$ cat config.mk
export PLATFORM = sky130hd
export DESIGN_NAME = i2c_master_bit_sequencer_top
export DESIGN_NICKNAME = d
export VERILOG_FILES = /design/src/hdl/i2cms_pkg.sv /design/src/hdl/i2cms_seq.sv /design/src/hdl/i2c_master_bit_sequencer_top.sv
export SDC_FILE = /design/constraint.sdc
export NUM_CORES = 1
export LEC_CHECK = 0
export ABC_AREA = 1
export BUFFER_PORTS_ARGS = -buffer_cell sky130_fd_sc_hd__buf_4
export CAP_MARGIN = 30
export CORE_UTILIZATION = 47
export CTS_CLUSTER_SIZE = 24
export DETAILED_ROUTE_END_ITERATION = 7
export PLACE_DENSITY = 0.65
export SLEW_MARGIN = 15
export SYNTH_ARGS = -nofsm -noshare
export SYNTH_HDL_FRONTEND = slang
export SYNTH_SLANG_ARGS = --single-unit
export TNS_END_PERCENT = 30
$ cat constraint.sdc
create_clock -name clk -period 3.2 [get_ports clk]
set_input_delay 0.16 -clock clk [delete_from_list [all_inputs] [get_ports clk]]
set_output_delay 0.16 -clock clk [all_outputs]
set_load 0.01 [all_outputs]
$ cat src/hdl/i2cms_pkg.sv
package i2cms_pkg;

  localparam int unsigned RESET_CLOCKS_DEFAULT = 9;
  localparam logic [15:0] PHASE_TICKS_RESET = 16'd100;
  localparam int unsigned BYTE_BITS = 8;

  localparam logic [2:0] OP_IDLE  = 3'd0;
  localparam logic [2:0] OP_START = 3'd1;
  localparam logic [2:0] OP_STOP  = 3'd2;
  localparam logic [2:0] OP_WRITE = 3'd3;
  localparam logic [2:0] OP_READ  = 3'd4;
  localparam logic [2:0] OP_RESET = 3'd5;

  localparam logic [2:0] KIND_TICK = 3'd0;

  localparam logic [4:0] PH_END = 5'd31;

  typedef struct packed {
    logic       scl_level;
    logic       sda_level;
    logic       sda_drive;
    logic       ready_res;
    logic       done_res;
    logic [7:0] rx_byte;
    logic       nack_seen;
    logic       cmd_rejected;
  } res_t;

endpackage

$ cat src/hdl/i2cms_seq.sv
module i2cms_seq #(
  parameter int unsigned RESET_CLOCKS = i2cms_pkg::RESET_CLOCKS_DEFAULT
) (
  input  logic              clk,
  input  logic              rst,
  input  logic              step,
  input  logic [2:0]        kind,
  input  logic [7:0]        tx_byte,
  input  logic              ack_level,
  input  logic              sda_in,
  input  logic [15:0]       phase_ticks,
  output i2cms_pkg::res_t   res
);
  import i2cms_pkg::*;

  localparam logic [4:0] RESET_LIMIT = 5'(RESET_CLOCKS);
  localparam logic [4:0] BYTE_LIMIT = 5'(BYTE_BITS);

  logic [2:0]  op, op_next;
  logic [4:0]  ph, ph_next;
  logic [3:0]  bitc, bitc_next;
  logic [7:0]  shift, shift_next;
  logic [15:0] wait_cnt, wait_cnt_next;
  logic        ack_hold, ack_hold_next;
  logic [2:0]  pins, pins_next;
  logic        nack, nack_next;
  logic [7:0]  rx_hold, rx_hold_next;
  logic        done, rejected;
  logic [15:0] unit;

  // Pins are packed as {drive, sda, scl}.
  function automatic logic [2:0] enter_pins(input logic [2:0] o, input logic [4:0] p,
                                            input logic msb, input logic ackv,
                                            input logic [2:0] cur);
    logic [2:0] r;
    logic [4:0] q;
    r = cur;
    q = p - 5'd4;
    unique case (o)
      OP_START: begin
        if (p == 5'd1) r[2:1] = 2'b11;
        else if (p == 5'd2) r[0] = 1'b1;
        else if (p == 5'd3) r[1] = 1'b0;
      end
      OP_WRITE: begin
        if (p == 5'd0) begin r[0] = 1'b0; r[2] = 1'b1; end
        else if (p == 5'd1) r[1] = msb;
        else if (p == 5'd2 || p == 5'd5) r[0] = 1'b1;
        else if (p == 5'd3 || p == 5'd6) r[0] = 1'b0;
        else if (p == 5'd4) r[2:1] = 2'b01;
      end
      OP_READ: begin
        if (p == 5'd0) begin r[0] = 1'b0; r[2] = 1'b0; end
        else if (p == 5'd1 || p == 5'd5) r[0] = 1'b1;
        else if (p == 5'd3 || p == 5'd7) r[0] = 1'b0;
        else if (p == 5'd4) r[2:1] = {1'b1, ackv};
      end
      OP_RESET: begin
        if (p == 5'd0) r = 3'b010;
        else if (p == 5'd2) r[0] = 1'b1;
        else if (p >= 5'd4) begin
          if (q == 5'd0) r[0] = 1'b0;
          else if (q == 5'd1) r[2:1] = 2'b10;
          else if (q == 5'd2) r[0] = 1'b1;
          else r[1] = 1'b1;
        end
      end
      OP_STOP: begin
        if (p == 5'd0) r[0] = 1'b0;
        else if (p == 5'd1) r[2:1] = 2'b10;
        else if (p == 5'd2) r[0] = 1'b1;
        else if (p == 5'd3) r[1] = 1'b1;
      end
      default: r = cur;
    endcase
    return r;
  endfunction

  assign unit = (phase_ticks == 16'd0) ? 16'd1 : phase_ticks;

  always_comb begin
    logic [4:0] nxt;
    logic [4:0] bit_inc;
    logic       is_cmd;
    op_next = op;
    ph_next = ph;
    bitc_next = bitc;
    shift_next = shift;
    wait_cnt_next = wait_cnt;
    ack_hold_next = ack_hold;
    pins_next = pins;
    nack_next = nack;
    rx_hold_next = rx_hold;
    done = 1'b0;
    rejected = 1'b0;
    nxt = PH_END;
    bit_inc = {1'b0, bitc} + 5'd1;
    is_cmd = (kind >= OP_START) && (kind <= OP_RESET);
    if (is_cmd) begin
      if (op != OP_IDLE) begin
        rejected = 1'b1;
      end else begin
        op_next = kind;
        ph_next = 5'd0;
        bitc_next = 4'd0;
        if (kind == OP_WRITE) shift_next = tx_byte;
        if (kind == OP_READ) begin
          shift_next = 8'd0;
          ack_hold_next = ack_level;
        end
        pins_next = enter_pins(kind, 5'd0, shift_next[7], ack_hold_next, pins);
        wait_cnt_next = unit;
      end
    end else if (op != OP_IDLE) begin
      if (wait_cnt > 16'd1) begin
        wait_cnt_next = wait_cnt - 16'd1;
      end else begin
        unique case (op)
          OP_START, OP_STOP: nxt = (ph >= 5'd3) ? PH_END : ph + 5'd1;
          OP_WRITE: begin
            if (ph == 5'd2) begin
              shift_next = {shift[6:0], 1'b0};
              if (bit_inc >= BYTE_LIMIT) begin
                bitc_next = 4'd0;
                nxt = 5'd3;
              end else begin
                bitc_next = bit_inc[3:0];
                nxt = 5'd0;
              end
            end else begin
              if (ph == 5'd5) nack_next = sda_in;
              nxt = (ph >= 5'd6) ? PH_END : ph + 5'd1;
            end
          end
          OP_READ: begin
            if (ph == 5'd1) shift_next = {shift[6:0], sda_in};
            if (ph == 5'd2) begin
              if (bit_inc >= BYTE_LIMIT) begin
                bitc_next = 4'd0;
                nxt = 5'd3;
              end else begin
                bitc_next = bit_inc[3:0];
                nxt = 5'd0;
              end
            end else begin
              nxt = (ph >= 5'd7) ? PH_END : ph + 5'd1;
            end
          end
          OP_RESET: begin
            if (ph == 5'd3) begin
              if (bit_inc >= RESET_LIMIT) begin
                bitc_next = 4'd0;
                nxt = 5'd4;
              end else begin
                bitc_next = bit_inc[3:0];
                nxt = 5'd0;
              end
            end else begin
              nxt = (ph >= 5'd7) ? PH_END : ph + 5'd1;
            end
          end
          default: nxt = PH_END;
        endcase
        if (nxt == PH_END) begin
          if (op == OP_STOP || op == OP_RESET) pins_next[2] = 1'b0;
          else if (op == OP_WRITE) pins_next[2] = 1'b1;
          else if (op == OP_READ) rx_hold_next = shift_next;
          op_next = OP_IDLE;
          ph_next = 5'd0;
          bitc_next = 4'd0;
          wait_cnt_next = 16'd0;
          done = 1'b1;
        end else begin
          ph_next = nxt;
          pins_next = enter_pins(op, nxt, shift_next[7], ack_hold, pins);
          wait_cnt_next = unit;
        end
      end
    end
  end

  always_ff @(posedge clk) begin
    if (rst) begin
      op <= OP_IDLE;
      ph <= 5'd0;
      bitc <= 4'd0;
      shift <= 8'd0;
      wait_cnt <= 16'd0;
      ack_hold <= 1'b1;
      pins <= 3'b011;
      nack <= 1'b0;
      rx_hold <= 8'd0;
    end else if (step) begin
      op <= op_next;
      ph <= ph_next;
      bitc <= bitc_next;
      shift <= shift_next;
      wait_cnt <= wait_cnt_next;
      ack_hold <= ack_hold_next;
      pins <= pins_next;
      nack <= nack_next;
      rx_hold <= rx_hold_next;
    end
  end

  always_comb begin
    res.scl_level = pins_next[0];
    res.sda_level = pins_next[1];
    res.sda_drive = pins_next[2];
    res.ready_res = (op_next == OP_IDLE);
    res.done_res = done;
    res.rx_byte = rx_hold_next;
    res.nack_seen = nack_next;
    res.cmd_rejected = rejected;
  end

  a_done_ready: assert property (@(posedge clk) disable iff (rst)
    step && done |=> op == OP_IDLE && wait_cnt == 16'd0)
    else $error("Sequencer did not return to idle after a finished command.");

  a_reject_busy: assert property (@(posedge clk) disable iff (rst)
    step && rejected |=> op == $past(op) && wait_cnt == $past(wait_cnt))
    else $error("A rejected command disturbed the running command.");

  a_phase_range: assert property (@(posedge clk) disable iff (rst)
    op != OP_IDLE |-> ph <= 5'd7 && wait_cnt != 16'd0)
    else $error("Active command has an invalid phase or timer.");

endmodule

$ cat src/hdl/i2c_master_bit_sequencer_top.sv
// I2C master line sequencer.
// Requests arrive on the input channel (in_valid, in_stall) and carry a kind:
// a tick, or a start, stop, write byte, read byte or bus reset command. Every
// accepted request yields exactly one result on the output channel
// (out_valid, out_stall) holding the SCL, SDA and SDA drive levels, the idle
// and done flags, the last received byte, the last acknowledge level and a
// flag for a command that was ignored because the sequencer was busy.
// Each pin phase lasts phase_ticks tick requests; phase_ticks is written
// through cfg_write_en and cfg_write_data; the user must do so only while
// the block is idle, as the block itself does not enforce this.
// A request is accepted in the cycle it is offered while in_stall is low,
// and its result is registered into the output register, or into the skid
// register while the output stalls; one request per cycle while in_stall is low.
// When the receiver stalls, the result waiting in the output register holds
// and one more request is taken into a skid register; in_stall then rises
// until the output drains.
// Synchronous reset empties both registers, sets phase_ticks to 100, and
// leaves SCL high with SDA released.
module i2c_master_bit_sequencer_top #(
  parameter int unsigned RESET_CLOCKS = i2cms_pkg::RESET_CLOCKS_DEFAULT
) (
  input  logic        clk,
  input  logic        rst,
  input  logic        in_valid,
  output logic        in_stall,
  input  logic [2:0]  kind,
  input  logic [7:0]  tx_byte,
  input  logic        ack_level,
  input  logic        sda_in,
  output logic        out_valid,
  input  logic        out_stall,
  output logic        scl_level,
  output logic        sda_level,
  output logic        sda_drive,
  output logic        ready_res,
  output logic        done_res,
  output logic [7:0]  rx_byte,
  output logic        nack_seen,
  output logic        cmd_rejected,
  input  logic        cfg_write_en,
  input  logic [15:0] cfg_write_data
);
  import i2cms_pkg::*;

  logic [15:0] phase_ticks;
  logic        accept;
  res_t        res;
  res_t        out_res;
  res_t        skid_res;
  logic        skid_valid;

  assign in_stall = skid_valid;
  assign accept = in_valid && !in_stall;

  always_ff @(posedge clk) begin
    if (rst) begin
      phase_ticks <= PHASE_TICKS_RESET;
    end else if (cfg_write_en) begin
      phase_ticks <= cfg_write_data;
    end
  end

  i2cms_seq #(
    .RESET_CLOCKS(RESET_CLOCKS)
  ) u_seq (
    .clk        (clk),
    .rst        (rst),
    .step       (accept),
    .kind       (kind),
    .tx_byte    (tx_byte),
    .ack_level  (ack_level),
    .sda_in     (sda_in),
    .phase_ticks(phase_ticks),
    .res        (res)
  );

  always_ff @(posedge clk) begin
    if (rst) begin
      out_valid <= 1'b0;
      skid_valid <= 1'b0;
    end else if (out_valid && out_stall) begin
      if (accept) begin
        skid_valid <= 1'b1;
      end
    end else if (skid_valid) begin
      out_valid <= 1'b1;
      skid_valid <= 1'b0;
    end else begin
      out_valid <= accept;
    end
  end

  always_ff @(posedge clk) begin
    if (out_valid && out_stall) begin
      if (accept) begin
        skid_res <= res;
      end
    end else if (skid_valid) begin
      out_res <= skid_res;
    end else if (accept) begin
      out_res <= res;
    end
  end

  assign scl_level = out_res.scl_level;
  assign sda_level = out_res.sda_level;
  assign sda_drive = out_res.sda_drive;
  assign ready_res = out_res.ready_res;
  assign done_res = out_res.done_res;
  assign rx_byte = out_res.rx_byte;
  assign nack_seen = out_res.nack_seen;
  assign cmd_rejected = out_res.cmd_rejected;

  a_skid_behind_out: assert property (@(posedge clk) disable iff (rst)
    skid_valid |-> out_valid)
    else $error("Skid register holds a result while the output register is empty.");

  a_result_kept: assert property (@(posedge clk) disable iff (rst)
    accept |=> out_valid)
    else $error("An accepted request produced no result.");

  a_skid_drains: assert property (@(posedge clk) disable iff (rst)
    skid_valid && !out_stall |=> !skid_valid && out_valid)
    else $error("Skid register did not move to the output when it drained.");

endmodule
* Word-level counts from Yosys, hierarchy flattened
Cells that the tools add are included.
** Storage, ports and cells
- Register bits :: 97
- Output and inout port bits :: 17
- Logic and storage cells :: 222
** Operators by class
- Add/sub/neg operators :: 4
- Order comparisons :: 9
- Eq/ne operators :: 27
- Muxes and demuxes :: 122
- Bitwise logic cells :: 2
- Reduce and logical (&&, ||, !) cells :: 30
** Operators by type and width (number)
- $mux 8 :: 15
- $mux 16 :: 6
- $mux 5 :: 14
- $mux 1 :: 48
- $mux 3 :: 12
- $mux 4 :: 9
- $mux 15 :: 2
- $eq 5x2->1 const B :: 5
- $eq 5x3->1 const B :: 5
- $mux 2 :: 11
- $pmux 5 s4 :: 1
- $gt 16x1->1 const B :: 1
- $logic_not 16->1 :: 1
- $pmux 8 s2 :: 1
- $sub 16x1->16 const B :: 1
- $eq 5x1->1 const B :: 3
- $ge 5x3->1 const B :: 3
- $pmux 3 s5 :: 1
- $eq 3x2->1 const B :: 4
- $eq 3x3->1 const B :: 4
- $ge 5x4->1 const B :: 2
- $logic_not 5->1 :: 2
- $ne 4x1->1 const B :: 2
- $pmux 4 s2 :: 1
- 26 further kinds :: 40

* Logic depth before layout (Yosys ltp)
- Depth after elaboration :: 23
- Mapped depth :: 22
- Depth with buffers taken out :: 22

* By module
From an unflattened synthesis, not the netlist that was laid out.
** Unflattened totals
- Cells, all modules :: 831
- Area total of the unflattened synthesis :: 5788.1 µm²
** Modules (own cells, without submodules)
- i2cms_seq :: instances 1, cells an instance 646, area each 3962.6 µm²
- i2c_master_bit_sequencer_top :: instances 1, cells an instance 185, area each 1825.5 µm²

* Worst setup path after synthesis
No wires, ideal clock.
- Kind :: register -> register
- Start :: register u_seq.ph[0]
- End :: register out_res, in the netlist sda_drive (data pin)
- Library setup time :: 0.252 ns
- Data arrival time :: 2.020 ns
- Data required time :: 2.948 ns
- Slack :: 0.928 ns
- Stages on the path, launching flop included :: 21
- Path through :: dfxtp_1 inv_1 ha_1 inv_1 nand3_1 nand3_1 nand3_1 nand2_1 nand2_4 nor2_2 inv_1 nor2_2 o21ai_0 nand2_1 nand3_1 nand2_1 nand2_1 nand2_1 nand2_1 nand2_1 nand2_1
** RTL lines
- start, declared :: line i2cms_seq.sv:20 : logic [4:0] ph, ph_next;
- start signal, assigned :: line i2cms_seq.sv:195 : ph <= ph_next;
- end signal, assigned :: line i2c_master_bit_sequencer_top.sv:99 : out_res <= skid_res;
- end signal, assigned :: line i2c_master_bit_sequencer_top.sv:101 : out_res <= res;
- end, declared :: line i2c_master_bit_sequencer_top.sv:48 : res_t out_res;

==> flow_metrics.env <==
export IMPL_ys_types=45
export IMPL_clock_latency_ps=350
export IMPL_core_um2=11470
export IMPL_fmax_mhz=367.1
export IMPL_grt_pass1_wl_um=23410
export IMPL_cts_buffer_depth=2
export IMPL_grt_pass1_vias=5002
export IMPL_final_setup_skew_ps=10.13
export IMPL_synth_seq_area_share_pct=40.21
export IMPL_max_cap_violations=0
export IMPL_leakagePower_nw=2.839
export IMPL_synth_cells=770
export IMPL_dieArea_um2=12300
export IMPL_drive_gt1_share_pct=15.05
export IMPL_async_flop_share_pct=0
export IMPL_clk_pin_slew_ps=70
export IMPL_vias=5210
export IMPL_final_hold_viol_count=0
export IMPL_cts_htree_levels=3
export IMPL_required_ps=3310
export IMPL_rsz0062_at_grt="no"
export IMPL_gp_congestion=0.8882
export IMPL_syn_cell_area_um2=5577
export IMPL_dp_cells=951
export IMPL_yosys_top_cells_count="nand2_1 (180), inv_1 (91), a21oi_1 (73)"
export IMPL_routedWlPerCell_um=14.36
export IMPL_syn_num_nets=813
export IMPL_grt_max_degree=49
export IMPL_antenna_found_initial=0
export IMPL_cts_root_buf="clkbuf_16"
export IMPL_nNetsFinal=862
export IMPL_die_w_um=110.9
export IMPL_outcome="finished clean"
export IMPL_ys_ff_latch=97
export IMPL_cts_repair_resized=0
export IMPL_yosysTopAreaCell="dfxtp_1"
export IMPL_slew_limit_headroom_pct=52.75
export IMPL_fin_cells=967
export IMPL_syn_to_final_growth_pct=15.59
export IMPL_critPathMaxFanout=8
export IMPL_tritoncts="built"
export IMPL_wl_um=13890
export IMPL_drv_slew=0
export IMPL_max_vdd_ir_drop_mv=0.2834
export IMPL_rows=39
export IMPL_n_antenna_cell=0
export IMPL_initial_core_util_pct=48.63
export IMPL_crit_arrival_ps=2830
export IMPL_postCtsHoldBufs=0
export IMPL_synth_most_common_cell="nand2_1"
export IMPL_multi_input_area_um2=2835
export IMPL_first_pass_iters=5
export IMPL_grt_total_usage_pct=23.26
export IMPL_fin_crit_sh_pct=85.13
export IMPL_postSynthAreaPerCell_um2=7.242
export IMPL_viasPerCell=5.388
export IMPL_finalSetupTns_ps=0
export IMPL_yosys_top_cells_area="dfxtp_1 (24%), edfxtp_1 (16%), nand2_1 (12%)"
export IMPL_crit_type="flop to flop"
export IMPL_detail_route_antenna_nets=0
export IMPL_yosys_most_used_dff="dfxtp_1"
export IMPL_port_buffers=50
export IMPL_finalSetupViolCount=0
export IMPL_grt_overflow_total=0
export IMPL_cts_setup_buffers=0
export IMPL_cts_sinks=97
export IMPL_hpwl_um=10470
export IMPL_cts_made_buffers=9
export IMPL_fin_crit_ps=2724
export IMPL_drc=0
export IMPL_n_fill_cell=1061
export IMPL_powerDensity_nw_per_um2=562.4
export IMPL_tightest_slew_ps=705.7
export IMPL_yosysWarnings=0
export IMPL_pin_count=51
export IMPL_yosys_area_top_type_share_pct=24.05
export IMPL_critPathLaunchType="flop"
export IMPL_cp_end_kind="flop"
export IMPL_holdCritPathClass="input pin to flop"
export IMPL_drtIter0Drc=295
export IMPL_synth_edf_count=30
export IMPL_ff_latch_area_um2=2242
export IMPL_die_h_um=110.9
==> layout by cell type, fill, tap and decap left out, drive strengths merged, types with 5 or more instances in the layout <==
cell and instances:
clkbuf 9, xor2 7, a21oi 75, nand2 188, buf 63, o221ai 5
nor3 6, o21ai 69, ha 9, o211ai 14, nor2 76, a211oi 15
nand3 41, a221oi 6, edfxtp 30, nand4 10, inv 106, dfxtp 67
==> metrics by stage <==
step                hold slack, ps  setup WS, ps  util (%)  cell area, µm²  power (mW)
CTS                          21.99         531.3     56.21            6446       3.639
floorplan                    286.3         928.0         -            5577       2.172
global route                 28.12         171.8     56.21            6446       3.838
detailed placement           381.2         538.7     53.37            6120       2.452
global placement             373.6         541.8     53.37            6120       2.441
finish                       22.77         475.8     56.21            6446       3.625
==> final timing paths <==
check | from | end | slack [ps] | cells past startpoint
worst min register to register | u_seq.ph[4] | u_seq.ph[4] | 480 | 2
worst min-delay path | cfg_write_data[5] | phase_ticks[5] | 20 | 3
worst max register to register | u_seq.ph[0] | sda_drive | 480 | 19
worst max-delay path | u_seq.ph[0] | sda_drive | 480 | 19
==> worst max-delay path: stages (launching register included) <==
cell     delay (ps)
dfxtp_1         390
inv_1           110
ha_1            180
nand3_2         160
inv_1           270
nand2_1         110
nand2_1         110
nand2_4          90
nor2_2          190
inv_1            70
nor2_2          160
o21ai_0         110
nand2_1          70
nand3_1          70
nand2_1          60
nand2_1          50
nand2_1         100
nand2_1          80
nand2_1          60
nand2_1          50
==> where the power goes <==
group | internal, mW | leakage (nW) | total, mW | switching [mW]
Clock | 0.695 | 0.160 | 1.18 | 0.490
Combinational | 0.352 | 1.84 | 0.986 | 0.634
Sequential | 1.38 | 0.841 | 1.46 | 0.0779
Total | 2.42 | 2.84 | 3.63 | 1.20
==> kinds of logic (layout without fill, tap and decap cells) <==
| group | count (synthesis) | count (layout) | synth area share (%) |
|---|---|---|---|
| compound gates | 194 | 194 | 20.69 |
| xor+xnor | 11 | 11 | 1.728 |
| fa+ha+maj | 9 | 9 | 2.019 |
| buf+inv | 129 | 183 | 8.952 |
| flops | 97 | 97 | 40.21 |
| mux | 1 | 1 | 0.2019 |
| simple gates | 329 | 329 | 26.21 |
==> flip-flops by register name (all words and copies together) (netlist names), 3 cells and up <==
name            flops
u_seq.bitc          4
u_seq.pins          3
u_seq.shift         8
u_seq.rx_hold       8
u_seq.op            3
phase_ticks        16
u_seq.ph            5
skid_res           15
rx_byte             8
u_seq.wait_cnt     16
==> per-layer routing <==
| metal | vias up | global-route usage [%] | wire length, µm |
|---|---|---|---|
| li1 | 2675 | - | - |
| met4 | 0 | 10.40 | 303 |
| met3 | 23 | 3.226 | 616 |
| met2 | 154 | 40.21 | 6751 |
| met5 | - | 0 | 0 |
| met1 | 2358 | 28.74 | 6217 |
==> final cells by class <==
| class | instances | share of cell area (%) |
|---|---|---|
| clock buffer | 9 | 3.494 |
| inverter | 104 | 6.056 |
| multi-input combinational | 544 | 43.98 |
| tap | 143 | 2.776 |
| sequential | 97 | 34.78 |
| timing repair buffer | 63 | 7.337 |
| clock inverter | 7 | 1.572 |
Note: power is estimated with default switching activity, not from simulation.
